<file path="src/hw/rtl/mtts_pkg.sv">
package mtts_pkg;

  localparam int unsigned InDataW  = 40;
  localparam int unsigned OutDataW = 40;
  localparam int unsigned CfgIdxW  = 2;
  localparam int unsigned CfgDataW = 16;

  localparam logic [CfgIdxW-1:0] CfgClockMode = 2'd0;
  localparam logic [CfgIdxW-1:0] CfgIntRate   = 2'd1;
  localparam logic [CfgIdxW-1:0] CfgSrcRate   = 2'd2;

  localparam logic [31:0] StartDelay   = 32'd8000000;
  localparam logic [31:0] TickLenReset = 32'd500000;
  localparam logic [15:0] RateReset    = 16'd96;
  // result buffer holds 16 entries; tick limit is 16
  localparam logic [4:0]  TickLimit    = 5'd16;
  localparam logic [4:0]  CreditLastStep = 5'd16;

  typedef enum logic [2:0] {
    ActElapsed  = 3'd0,
    ActStart    = 3'd1,
    ActStop     = 3'd2,
    ActExtStart = 3'd3,
    ActExtTick  = 3'd4,
    ActExtStop  = 3'd5,
    ActTempo    = 3'd6
  } action_e;

  typedef enum logic [2:0] {
    PhStartWait = 3'd0,
    PhStart     = 3'd1,
    PhFirst     = 3'd2,
    PhNext      = 3'd3,
    PhStop      = 3'd4
  } phase_e;

  typedef enum logic [2:0] {
    EvNone     = 3'd0,
    EvStarted  = 3'd1,
    EvFirst    = 3'd2,
    EvNext     = 3'd3,
    EvDevStop  = 3'd4,
    EvSongStop = 3'd5,
    EvBad      = 3'd6
  } event_e;

  typedef enum logic [3:0] {
    CmdNop,
    CmdElapsed,
    CmdStartInt,
    CmdStartExt,
    CmdStop,
    CmdExtStart,
    CmdExtTick,
    CmdExtStop,
    CmdTempo
  } cmd_e;

  typedef enum logic [3:0] {
    BkIdle,
    BkSongStop,
    BkStartChk,
    BkBound,
    BkPulse,
    BkMod,
    BkModEnd,
    BkDone,
    BkDrain
  } bk_state_e;

  typedef struct packed {
    cmd_e        op;
    logic [31:0] amount;
    logic        manual;
  } cmd_t;

  typedef struct packed {
    logic        clock_mode;
    logic [15:0] int_rate;
    logic [15:0] src_rate;
  } cfg_t;

  typedef struct packed {
    event_e      ev;
    logic [31:0] tnum;
    phase_e      ph;
  } res_t;

  function automatic logic is_running(phase_e ph);
    return (ph == PhStart) || (ph == PhFirst) || (ph == PhNext);
  endfunction

endpackage

</file>
<file path="src/hw/rtl/mtts_front.sv">
module mtts_front (
  input  logic                          clk_i,
  input  logic                          rst_ni,
  input  logic                          clock_mode_i,
  input  logic                          s_valid_i,
  output logic                          s_ready_o,
  input  logic [2:0]                    s_action_i,
  input  logic [31:0]                   s_amount_i,
  input  logic                          s_manual_i,
  output logic                          cmd_valid_o,
  input  logic                          cmd_ready_i,
  output mtts_pkg::cmd_t                cmd_o
);
  import mtts_pkg::*;

  cmd_t       ent_q [2];
  logic       wp_q, rp_q;
  logic [1:0] cnt_q, cnt_d;
  cmd_t       dec;
  logic       push, pop;

  // classify the action; external actions only count in external mode
  always_comb begin
    dec.amount = s_amount_i;
    dec.manual = s_manual_i;
    case (action_e'(s_action_i))
      ActElapsed:  dec.op = clock_mode_i ? CmdNop : CmdElapsed;
      ActStart:    dec.op = clock_mode_i ? CmdStartExt : CmdStartInt;
      ActStop:     dec.op = CmdStop;
      ActExtStart: dec.op = clock_mode_i ? CmdExtStart : CmdNop;
      ActExtTick:  dec.op = clock_mode_i ? CmdExtTick : CmdNop;
      ActExtStop:  dec.op = clock_mode_i ? CmdExtStop : CmdNop;
      ActTempo:    dec.op = CmdTempo;
      default:     dec.op = CmdNop;
    endcase
  end

  assign s_ready_o   = (cnt_q != 2'd2);
  assign cmd_valid_o = (cnt_q != 2'd0);
  assign cmd_o       = ent_q[rp_q];
  assign push        = s_valid_i && s_ready_o;
  assign pop         = cmd_valid_o && cmd_ready_i;

  always_comb begin
    cnt_d = cnt_q;
    if (push && !pop) begin
      cnt_d = cnt_q + 2'd1;
    end else if (pop && !push) begin
      cnt_d = cnt_q - 2'd1;
    end
  end

  always_ff @(posedge clk_i or negedge rst_ni) begin
    if (!rst_ni) begin
      wp_q  <= 1'b0;
      rp_q  <= 1'b0;
      cnt_q <= 2'd0;
    end else begin
      cnt_q <= cnt_d;
      if (push) begin
        wp_q <= ~wp_q;
      end
      if (pop) begin
        rp_q <= ~rp_q;
      end
    end
  end

  always_ff @(posedge clk_i) begin
    if (push) begin
      ent_q[wp_q] <= dec;
    end
  end

endmodule

</file>
<file path="src/hw/rtl/mtts_back.sv">
module mtts_back (
  input  logic                           clk_i,
  input  logic                           rst_ni,
  input  mtts_pkg::cfg_t                 cfg_i,
  input  logic                           cmd_valid_i,
  output logic                           cmd_ready_o,
  input  mtts_pkg::cmd_t                 cmd_i,
  output logic                           m_valid_o,
  input  logic                           m_ready_i,
  output mtts_pkg::res_t                 m_res_o,
  output logic                           m_over_o,
  output logic                           m_last_o
);
  import mtts_pkg::*;

  bk_state_e   state_q, state_d;
  phase_e      phase_q, phase_d, req_q, req_d;
  logic [31:0] pos_q, pos_d, next_q, next_d, tlen_q, tlen_d, tcnt_q, tcnt_d;
  logic [16:0] credit_q, credit_d, rem_q, rem_d, div_q, div_d;
  logic [4:0]  step_q, step_d, cnt_q, cnt_d;
  logic        manual_q, manual_d, over_q, over_d;
  logic [3:0]  rd_q, rd_d;

  res_t        rbuf_q [16];
  logic        wr_en;
  res_t        wr_data;

  logic        out_valid_q;
  res_t        out_res_q;
  logic        out_over_q, out_last_q;

  logic        load, last_sel;

  // one tick from the current phase
  logic        tk_valid;
  phase_e      tk_phase;
  logic [31:0] tk_cnt;
  event_e      tk_ev;

  logic [32:0]        sum_el;
  logic [31:0]        pos_sat;
  logic signed [34:0] tempo_v;
  logic [31:0]        tempo_clamp;
  logic [16:0]        rem_try;
  logic [16:0]        rate17;

  always_comb begin
    tk_valid = 1'b1;
    tk_phase = PhNext;
    tk_cnt   = tcnt_q + 32'd1;
    tk_ev    = EvNext;
    case (phase_q)
      PhFirst, PhNext: begin
        tk_phase = PhNext;
      end
      PhStart: begin
        tk_phase = PhFirst;
        tk_cnt   = 32'd0;
        tk_ev    = EvFirst;
      end
      default: begin
        tk_valid = 1'b0;
        tk_phase = phase_q;
        tk_cnt   = tcnt_q;
      end
    endcase
  end

  assign sum_el  = {1'b0, pos_q} + {1'b0, cmd_i.amount};
  assign pos_sat = sum_el[32] ? 32'hFFFF_FFFF : sum_el[31:0];

  assign tempo_v = $signed({3'b000, next_q}) + $signed({3'b000, cmd_i.amount})
                 - $signed({3'b000, tlen_q});
  always_comb begin
    if (tempo_v[34]) begin
      tempo_clamp = 32'd0;
    end else if (tempo_v[33:32] != 2'b00) begin
      tempo_clamp = 32'hFFFF_FFFF;
    end else begin
      tempo_clamp = tempo_v[31:0];
    end
  end

  assign rate17  = {1'b0, cfg_i.src_rate};
  // restoring remainder, one dividend bit per cycle
  assign rem_try = {rem_q[15:0], div_q[16]};

  assign cmd_ready_o = (state_q == BkIdle);
  assign load        = (state_q == BkDrain) && (!out_valid_q || m_ready_i);
  assign last_sel    = ({1'b0, rd_q} == (cnt_q - 5'd1));

  always_comb begin
    state_d  = state_q;
    phase_d  = phase_q;
    req_d    = req_q;
    pos_d    = pos_q;
    next_d   = next_q;
    tlen_d   = tlen_q;
    tcnt_d   = tcnt_q;
    credit_d = credit_q;
    rem_d    = rem_q;
    div_d    = div_q;
    step_d   = step_q;
    manual_d = manual_q;
    over_d   = over_q;
    cnt_d    = cnt_q;
    rd_d     = rd_q;
    wr_en    = 1'b0;
    wr_data  = '{ev: EvNone, tnum: tcnt_q, ph: phase_q};

    case (state_q)
      BkIdle: begin
        if (cmd_valid_i) begin
          state_d = BkDone;
          case (cmd_i.op)
            CmdElapsed: begin
              case (phase_q)
                PhStartWait: begin
                  if (!manual_q) begin
                    wr_en   = 1'b1;
                    wr_data = '{ev: EvBad, tnum: tcnt_q, ph: phase_q};
                  end
                end
                PhStart: begin
                  pos_d   = pos_sat;
                  state_d = BkStartChk;
                end
                PhFirst, PhNext: begin
                  pos_d   = pos_sat;
                  state_d = BkBound;
                end
                default: ;
              endcase
            end
            CmdStartInt, CmdStartExt: begin
              if (phase_q != PhStop) begin
                wr_en   = 1'b1;
                wr_data = '{ev: EvBad, tnum: tcnt_q, ph: phase_q};
              end else begin
                manual_d = cmd_i.manual;
                req_d    = PhStartWait;
                pos_d    = 32'd0;
                if (cmd_i.op == CmdStartInt) begin
                  next_d  = StartDelay;
                  phase_d = PhStart;
                  wr_en   = 1'b1;
                  wr_data = '{ev: EvStarted, tnum: tcnt_q, ph: PhStart};
                end else begin
                  next_d  = tlen_q;
                  phase_d = PhStartWait;
                end
              end
            end
            CmdStop: begin
              req_d = PhStop;
              if (phase_q != PhStop) begin
                state_d = BkSongStop;
                if (is_running(phase_q)) begin
                  wr_en   = 1'b1;
                  wr_data = '{ev: EvDevStop, tnum: tcnt_q, ph: phase_q};
                end
              end
            end
            CmdExtStop: begin
              state_d = BkSongStop;
              if (is_running(phase_q)) begin
                wr_en   = 1'b1;
                wr_data = '{ev: EvDevStop, tnum: tcnt_q, ph: phase_q};
              end
            end
            CmdExtStart: begin
              if (phase_q == PhStartWait) begin
                pos_d   = 32'd0;
                next_d  = tlen_q;
                phase_d = PhStart;
                wr_en   = 1'b1;
                wr_data = '{ev: EvStarted, tnum: tcnt_q, ph: PhStart};
              end
            end
            CmdExtTick: begin
              if (is_running(phase_q)) begin
                state_d = BkPulse;
              end else if (cfg_i.src_rate != 16'd0) begin
                rem_d   = 17'd0;
                div_d   = credit_q;
                step_d  = 5'd0;
                state_d = BkMod;
              end
            end
            CmdTempo: begin
              if ((phase_q == PhFirst) || (phase_q == PhNext)) begin
                next_d = tempo_clamp;
              end
              tlen_d = cmd_i.amount;
            end
            default: ;
          endcase
        end
      end

      BkSongStop: begin
        phase_d = req_q;
        wr_en   = 1'b1;
        wr_data = '{ev: EvSongStop, tnum: tcnt_q, ph: req_q};
        state_d = BkDone;
      end

      BkStartChk: begin
        state_d = BkDone;
        if (pos_q >= next_q) begin
          pos_d   = 32'd0;
          next_d  = 32'd0;
          state_d = BkBound;
        end
      end

      BkBound: begin
        if (pos_q < next_q) begin
          state_d = BkDone;
        end else if (cnt_q >= TickLimit) begin
          over_d  = 1'b1;
          state_d = BkDone;
        end else begin
          pos_d  = pos_q - next_q;
          next_d = tlen_q;
          if (manual_q && (phase_q == PhStart)) begin
            // manual start: hold at the boundary without a tick
            pos_d   = 32'd0;
            state_d = BkDone;
          end else begin
            if (phase_q == PhStart) begin
              pos_d = 32'd0;
            end
            phase_d = tk_phase;
            tcnt_d  = tk_cnt;
            wr_en   = tk_valid;
            wr_data = '{ev: tk_ev, tnum: tk_cnt, ph: tk_phase};
            cnt_d   = tk_valid ? cnt_q + 5'd1 : cnt_q;
          end
        end
      end

      BkPulse: begin
        if (credit_q < rate17) begin
          credit_d = credit_q + {1'b0, cfg_i.int_rate};
          state_d  = BkDone;
        end else if (cnt_q >= TickLimit) begin
          over_d  = 1'b1;
          state_d = BkDone;
        end else begin
          if (phase_q == PhStart) begin
            pos_d  = 32'd0;
            next_d = tlen_q;
          end
          phase_d  = tk_phase;
          tcnt_d   = tk_cnt;
          wr_en    = tk_valid;
          wr_data  = '{ev: tk_ev, tnum: tk_cnt, ph: tk_phase};
          cnt_d    = tk_valid ? cnt_q + 5'd1 : cnt_q;
          credit_d = credit_q - rate17;
        end
      end

      BkMod: begin
        rem_d  = (rem_try >= rate17) ? rem_try - rate17 : rem_try;
        div_d  = {div_q[15:0], 1'b0};
        step_d = step_q + 5'd1;
        if (step_q == CreditLastStep) begin
          state_d = BkModEnd;
        end
      end

      BkModEnd: begin
        credit_d = rem_q + {1'b0, cfg_i.int_rate};
        state_d  = BkDone;
      end

      BkDone: begin
        if (cnt_q == 5'd0) begin
          wr_en = 1'b1;
          cnt_d = 5'd1;
        end
        rd_d    = 4'd0;
        state_d = BkDrain;
      end

      BkDrain: begin
        if (load) begin
          rd_d = rd_q + 4'd1;
          if (last_sel) begin
            state_d = BkIdle;
            cnt_d   = 5'd0;
            over_d  = 1'b0;
            rd_d    = 4'd0;
          end
        end
      end

      default: state_d = BkIdle;
    endcase

    // every emit outside the tick paths and the closing state counts once here
    if (wr_en && (state_q != BkBound) && (state_q != BkPulse) && (state_q != BkDone)) begin
      cnt_d = cnt_q + 5'd1;
    end
  end

  always_ff @(posedge clk_i or negedge rst_ni) begin
    if (!rst_ni) begin
      state_q     <= BkIdle;
      phase_q     <= PhStop;
      req_q       <= PhStop;
      pos_q       <= 32'd0;
      next_q      <= 32'd0;
      tlen_q      <= TickLenReset;
      tcnt_q      <= 32'd0;
      credit_q    <= {1'b0, RateReset};
      manual_q    <= 1'b1;
      over_q      <= 1'b0;
      cnt_q       <= 5'd0;
      rd_q        <= 4'd0;
      step_q      <= 5'd0;
      out_valid_q <= 1'b0;
    end else begin
      state_q  <= state_d;
      phase_q  <= phase_d;
      req_q    <= req_d;
      pos_q    <= pos_d;
      next_q   <= next_d;
      tlen_q   <= tlen_d;
      tcnt_q   <= tcnt_d;
      credit_q <= credit_d;
      manual_q <= manual_d;
      over_q   <= over_d;
      cnt_q    <= cnt_d;
      rd_q     <= rd_d;
      step_q   <= step_d;
      if (load) begin
        out_valid_q <= 1'b1;
      end else if (m_ready_i) begin
        out_valid_q <= 1'b0;
      end
    end
  end

  always_ff @(posedge clk_i) begin
    rem_q <= rem_d;
    div_q <= div_d;
    if (wr_en) begin
      rbuf_q[cnt_q[3:0]] <= wr_data;
    end
    if (load) begin
      out_res_q  <= rbuf_q[rd_q];
      out_last_q <= last_sel;
      out_over_q <= over_q;
    end
  end

  assign m_valid_o = out_valid_q;
  assign m_res_o   = out_res_q;
  assign m_over_o  = out_over_q;
  assign m_last_o  = out_last_q;

endmodule

</file>
<file path="src/hw/rtl/midi_transport_tick_sequencer_top.sv">
// Transport clock of a sequencer: an input item (kind in tuser) is decoded by the
// front end into a two-entry command queue; the back end runs the phase machine and
// buffers up to 16 results, then streams them out with tlast on the final one and
// the overrun flag on all of them. The back end takes a command in its idle state,
// steps through each tick boundary or clock-credit step (at most 16 ticks plus one
// final check), then passes a closing state and delivers one result per cycle while
// the output is not stalled. An external clock pulse outside a running phase reduces
// the clock credit modulo the source rate one bit a cycle. Results wait in an output
// register, so the next command is taken while the last result is held.
module midi_transport_tick_sequencer_top (
  input  logic                              clk_i,
  input  logic                              rst_ni,
  input  logic                              cfg_we_i,
  input  logic [mtts_pkg::CfgIdxW-1:0]      cfg_idx_i,
  input  logic [mtts_pkg::CfgDataW-1:0]     cfg_wdata_i,
  input  logic                              s_axis_tvalid,
  output logic                              s_axis_tready,
  // [31:0] amount, [32] manual_start, rest zero
  input  logic [mtts_pkg::InDataW-1:0]      s_axis_tdata,
  // [2:0] action
  input  logic [2:0]                        s_axis_tuser,
  output logic                              m_axis_tvalid,
  input  logic                              m_axis_tready,
  // [31:0] tick_number, [34:32] phase_now, [35] overrun, rest zero
  output logic [mtts_pkg::OutDataW-1:0]     m_axis_tdata,
  // [2:0] event_res
  output logic [2:0]                        m_axis_tuser,
  output logic                              m_axis_tlast
);
  import mtts_pkg::*;

  cfg_t cfg_q;
  logic cmd_valid, cmd_ready;
  cmd_t cmd;
  res_t res;
  logic res_over;

  always_ff @(posedge clk_i or negedge rst_ni) begin
    if (!rst_ni) begin
      cfg_q <= '{clock_mode: 1'b0, int_rate: RateReset, src_rate: RateReset};
    end else if (cfg_we_i) begin
      case (cfg_idx_i)
        CfgClockMode: cfg_q.clock_mode <= cfg_wdata_i[0];
        CfgIntRate:   cfg_q.int_rate   <= cfg_wdata_i;
        CfgSrcRate:   cfg_q.src_rate   <= cfg_wdata_i;
        default: ;
      endcase
    end
  end

  mtts_front u_front (
    .clk_i        (clk_i),
    .rst_ni       (rst_ni),
    .clock_mode_i (cfg_q.clock_mode),
    .s_valid_i    (s_axis_tvalid),
    .s_ready_o    (s_axis_tready),
    .s_action_i   (s_axis_tuser),
    .s_amount_i   (s_axis_tdata[31:0]),
    .s_manual_i   (s_axis_tdata[32]),
    .cmd_valid_o  (cmd_valid),
    .cmd_ready_i  (cmd_ready),
    .cmd_o        (cmd)
  );

  mtts_back u_back (
    .clk_i       (clk_i),
    .rst_ni      (rst_ni),
    .cfg_i       (cfg_q),
    .cmd_valid_i (cmd_valid),
    .cmd_ready_o (cmd_ready),
    .cmd_i       (cmd),
    .m_valid_o   (m_axis_tvalid),
    .m_ready_i   (m_axis_tready),
    .m_res_o     (res),
    .m_over_o    (res_over),
    .m_last_o    (m_axis_tlast)
  );

  assign m_axis_tdata = {4'b0000, res_over, res.ph, res.tnum};
  assign m_axis_tuser = res.ev;

endmodule

</file>
<file path="config.mk">
export PLATFORM = sky130hd
export DESIGN_NAME = midi_transport_tick_sequencer_top
export DESIGN_NICKNAME = d
export VERILOG_FILES = /design/src/hw/rtl/mtts_pkg.sv /design/src/hw/rtl/mtts_front.sv /design/src/hw/rtl/mtts_back.sv /design/src/hw/rtl/midi_transport_tick_sequencer_top.sv
export SDC_FILE = /design/constraint.sdc
export NUM_CORES = 2
export LEC_CHECK = 0
export ABC_CLOCK_PERIOD_IN_PS = 18500
export BUFFER_PORTS_ARGS = -buffer_cell sky130_fd_sc_hd__buf_4
export CORE_ASPECT_RATIO = 1.2
export CORE_UTILIZATION = 43
export CTS_CLUSTER_DIAMETER = 60
export DETAILED_ROUTE_END_ITERATION = 6
export SLEW_MARGIN = 0
export SYNTH_ARGS = -nofsm -noshare
export SYNTH_HDL_FRONTEND = slang
export SYNTH_HIERARCHICAL = 1
export SYNTH_SLANG_ARGS = --single-unit
</file>
<file path="constraint.sdc">
create_clock -name clk_i -period 18.5 [get_ports clk_i]
set_input_delay 1.85 -clock clk_i [delete_from_list [all_inputs] [get_ports clk_i]]
set_output_delay 1.85 -clock clk_i [all_outputs]
set_load 0.03 [all_outputs]
</file>
==> parameters.txt <==
Parameter                              Value

Yosys
  Yosys warnings    6
  Top flip-flop cell by instance count after synthesis    sky130_fd_sc_hd__edfxtp_1
  Post-Syn Area    between 40000 and 50000 sq um
  Number of cells produced by synthesis    roughly 4000
  Part of the Yosys area used for sequential elements    57.1%
  Mean cell area of the mapped netlist    about 13 sq um
  Number of flops mapped to enable cells by yosys    756
  Post-synthesis async set-or-reset flop share    around 21%
  Total of flip-flops plus latches after synthesis    about 960
  Number of distinct library cell variants in the gate-level netlist after synthesis    110

Clock network
  CTS Root Cell    sky130_fd_sc_hd__clkbuf_16
  Number of buffers inserted to repair setup after CTS    0
  Clock latency at the later pin of the worst-skew pair    between 700 and 800 ps
  Number of buffers created by CTS    approximately 100
  Sinks on the clock net    between 900 and 1000
  Hold-fix buffers, CTS    0
  Clock tree from TritonCTS    yes
  Post-CTS clock slew at the launch and capture registers of the worst setup and hold paths    60 ps
  Maximum buffer depth of the clock tree    3
  H-tree levels    3
  Post-CTS sizing    0

STA
  Fin. max-slew vios    0
  Largest clock skew in the final design    around 34 ps
  Minimum clock period after layout    5400 ps
  Hold Fails Final Rpt    0
  Final setup vio count    0
  Worst slew margin relative to its limit    approximately 15%
  Final setup TNS    0 ps
  Setup repair after global routing missed its margin    false
  Fin crit share    29.2%
  Transition time at the pin with the least slew margin    1270 ps
  Worst hold-check slack    477 ps
  Maximum achievable frequency    0.185 GHz

Die
  Die Outline Area    ~110000 sq um
  Total number of placement rows    roughly 140
  Die Wd    310 um
  Number of placed I/O pins    112
  Starting density of the core    43.3%
  Die height    ~370 um
  Floorplan core area    113000 sq um

Power and ir drop
  Switching share of power    between 20% and 30%
  Relative contribution of sequential cells to total power    around 43%
  Total power per unit cell area    106 nW/um^2
  Leakage dissipation    slightly below 0.02 uW
  Largest voltage drop on the vdd net    approximately 80 uV
  Internal Power    4130 uW
  Combinational Power Share    ~20%
  Clock power frac    37.7%
  Switching component of the power    approximately 1700 uW

Routing
  Routed via count divided by cell count    approximately 5.7
  Total wire length after detailed routing    about 120000 um
  DRC violations left    0
  Total via count in the routed design    around 32000
  Count of routing violations after the opening detailed-route iteration    about 2300
  Routed length per instance    21.7 um
  Count of TritonRoute iterations in the first routing pass    5
  Post-route ant nets    0

Global route
  Residual overflow from global routing    0
  Maximum number of pins on one net before global-route repair    approximately 110
  First-pass GRT wire length    around 190000 um
  Via count of the first global-routing pass    approximately 32000
  Antenna violations before repair    0
  GRT Total Usage    a little over a fifth

Finish
  Share of layout cells above drive strength 1    15.4%
  # nets final    ~4300
  Filler instances    roughly 10000
  Synth-to-layout area growth    13.0%
  Antenna diode instance count    0

Place
  GPL Wtd Cong    between 0.8 and 0.9
  Count of buffers from port buffering    100
  DP HPWL    about 75000 um

Critical path
  Critical Path Fanout Max    38
  WS Path Type    reg2reg
  Type of origin of the critical path    register
  Signal arrival time at the worst endpoint    ~6000 ps
  Critical path capture point type    register
  Worst Path Required    approximately 19000 ps

Outcome
  Result of the run    completed

Worst hold path
  Path class of the lowest-slack min-delay path    reg2reg

Job
  Max_cap viols    0
==> placed cells by master, fill, tap and decap left out, types with 28 or more instances in the layout <==
| cell | n |
|---|---|
| sky130_fd_sc_hd__a21o_1 | 70 |
| sky130_fd_sc_hd__a21oi_1 | 304 |
| sky130_fd_sc_hd__a221oi_1 | 41 |
| sky130_fd_sc_hd__a22oi_1 | 48 |
| sky130_fd_sc_hd__a31oi_1 | 36 |
| sky130_fd_sc_hd__and3_1 | 36 |
| sky130_fd_sc_hd__buf_4 | 174 |
| sky130_fd_sc_hd__clkbuf_16 | 102 |
| sky130_fd_sc_hd__dfrtp_1 | 186 |
| sky130_fd_sc_hd__edfxtp_1 | 756 |
| sky130_fd_sc_hd__fa_1 | 38 |
| sky130_fd_sc_hd__ha_1 | 170 |
| sky130_fd_sc_hd__inv_1 | 210 |
| sky130_fd_sc_hd__mux2_2 | 62 |
| sky130_fd_sc_hd__mux2_4 | 41 |
| sky130_fd_sc_hd__mux2i_1 | 141 |
| sky130_fd_sc_hd__mux4_2 | 76 |
| sky130_fd_sc_hd__nand2_1 | 300 |
| sky130_fd_sc_hd__nand2b_1 | 36 |
| sky130_fd_sc_hd__nand3_1 | 60 |
| sky130_fd_sc_hd__nor2_1 | 173 |
| sky130_fd_sc_hd__nor2b_1 | 28 |
| sky130_fd_sc_hd__nor3_1 | 42 |
| sky130_fd_sc_hd__o211ai_1 | 31 |
| sky130_fd_sc_hd__o21a_1 | 31 |
| sky130_fd_sc_hd__o21ai_0 | 273 |
| sky130_fd_sc_hd__o31ai_1 | 33 |
| sky130_fd_sc_hd__xnor2_1 | 78 |
| sky130_fd_sc_hd__xor2_1 | 58 |
==> state kept, by name, indices dropped and copies added (netlist names), 17 cells and up <==
| register | flops |
|---|---|
| cfg_q | 33 |
| u_back/credit_q | 17 |
| u_back/div_q | 17 |
| u_back/m_res_o | 38 |
| u_back/next_q | 32 |
| u_back/pos_q | 32 |
| u_back/rbuf_q | 608 |
| u_back/rem_q | 17 |
| u_back/tcnt_q | 32 |
| u_back/tlen_q | 32 |
| u_front/ent_q | 74 |
==> logic make-up after synthesis <==
| family | synth area share, % |
|---|---|
| adder cells (fa/ha/maj) | 5.91 |
| flip-flops | 57.1 |
| multiplexers | 9.09 |
| other | 0.00768 |
| XOR/XNOR | 2.44 |
| AO/OA/AOI/OAI | 13.9 |
| AND/OR/NAND/NOR | 8.26 |
| buffers and inverters | 3.23 |
==> per-stage QoR <==
step	setup slack (ps)	power, uW	util, %	area [sq um]	instances
floorplan	11610	3320	-	48800	3904
global placement	13150	3660	45.7	51500	5417
detailed placement	13160	3670	45.7	51500	5417
CTS	13140	5880	48.9	55100	5607
global route	12750	6080	49.0	55200	5607
finish	13100	5820	49.0	55200	5607
==> cells in the mapped netlist (36+ instances only) <==
cell	number	area, sq um
sky130_fd_sc_hd__mux2i_1	141	1410
sky130_fd_sc_hd__mux2_2	62	698
sky130_fd_sc_hd__nor3_1	42	210
sky130_fd_sc_hd__nor2_1	182	683
sky130_fd_sc_hd__and3_1	37	231
sky130_fd_sc_hd__nand3_1	61	305
sky130_fd_sc_hd__a22oi_1	48	360
sky130_fd_sc_hd__mux2_4	41	616
sky130_fd_sc_hd__o21ai_0	274	1370
sky130_fd_sc_hd__dfrtp_1	191	4780
sky130_fd_sc_hd__edfxtp_1	756	22700
sky130_fd_sc_hd__xor2_1	58	508
sky130_fd_sc_hd__fa_1	38	761
sky130_fd_sc_hd__o31ai_1	40	300
sky130_fd_sc_hd__nand2_1	300	1130
sky130_fd_sc_hd__a221oi_1	41	359
sky130_fd_sc_hd__a21o_1	70	526
sky130_fd_sc_hd__mux4_2	76	1710
sky130_fd_sc_hd__a21oi_1	305	1530
sky130_fd_sc_hd__xnor2_1	78	683
sky130_fd_sc_hd__ha_1	170	2130
sky130_fd_sc_hd__clkbuf_1	102	383
sky130_fd_sc_hd__inv_1	210	788
sky130_fd_sc_hd__a31oi_1	36	225
sky130_fd_sc_hd__nand2b_1	36	225
==> final cells by class <==
| cell class | instances | area [sq um] | share of cell area, % |
|---|---|---|---|
| clock buffers | 129 | 2720 | 4.94 |
| clock inverters | 61 | 888 | 1.61 |
| inverters | 211 | 792 | 1.44 |
| multi-input cells | 2561 | 19600 | 35.6 |
| flip-flops and latches | 963 | 27900 | 50.6 |
| well taps | 1507 | 1890 | 3.42 |
| repair buffers | 175 | 1320 | 2.40 |
==> critical path, stage by stage, from the launching register on <==
cell                       delay (ps)
sky130_fd_sc_hd__dfrtp_2          340
sky130_fd_sc_hd__buf_4            570
sky130_fd_sc_hd__mux2_4           360
sky130_fd_sc_hd__inv_1            220
sky130_fd_sc_hd__fa_1             470
sky130_fd_sc_hd__inv_1             80
sky130_fd_sc_hd__ha_1             230
sky130_fd_sc_hd__a211oi_1         330
sky130_fd_sc_hd__o21ai_0          180
sky130_fd_sc_hd__and4_1           270
sky130_fd_sc_hd__o31ai_1          450
sky130_fd_sc_hd__a21o_1           200
sky130_fd_sc_hd__nand2_1          110
sky130_fd_sc_hd__nand2_1          900
sky130_fd_sc_hd__nor2_1           220
sky130_fd_sc_hd__o21ai_0          160
sky130_fd_sc_hd__a31oi_1          100
==> routing by layer <==
layer / vias to the layer above / track usage (%) / part of all wire, %
met2: 729 / 36.3 / 49
li1: 15000 / - / -
met5: - / 0 / 0
met1: 16000 / 27.7 / 43
met4: 0 / 8.45 / 3.4
met3: 203 / 2.72 / 4.4
==> worst paths after layout <==
kind / from / end / slack (ps) / cells after the start
setup / recovery: u_front/rp_q$_DFFE_PN0P_ / u_back/next_q[9]$_DFFE_PN0P_ / 13100 / 16
min in group asynchronous: rst_ni / u_back/pos_q[6]$_DFFE_PN0P_ / 1210 / 1
max in group asynchronous: rst_ni / u_back/rd_q[0]$_DFFE_PN0P_ / 15840 / 2
setup reg to reg: u_front/rp_q$_DFFE_PN0P_ / u_back/next_q[9]$_DFFE_PN0P_ / 13100 / 16
hold / removal: u_back/over_q$_DFFE_PN0P_ / u_back/m_over_o$_DFFE_PP_ / 480 / 0
hold reg to reg: u_back/over_q$_DFFE_PN0P_ / u_back/m_over_o$_DFFE_PP_ / 480 / 0
==> power by group through the flow <==
stage          Clock, uW  Sequential (uW)  Combinational [uW]
2_1_floorplan          0             2520                 791
3_3_place_gp           0             2520                1140
3_5_place_dp           0             2530                1150
4_1_cts             2240             2480                1150
5_1_grt             2320             2490                1270
6_report            2190             2480                1150
Power figures use the tool's default switching activity.
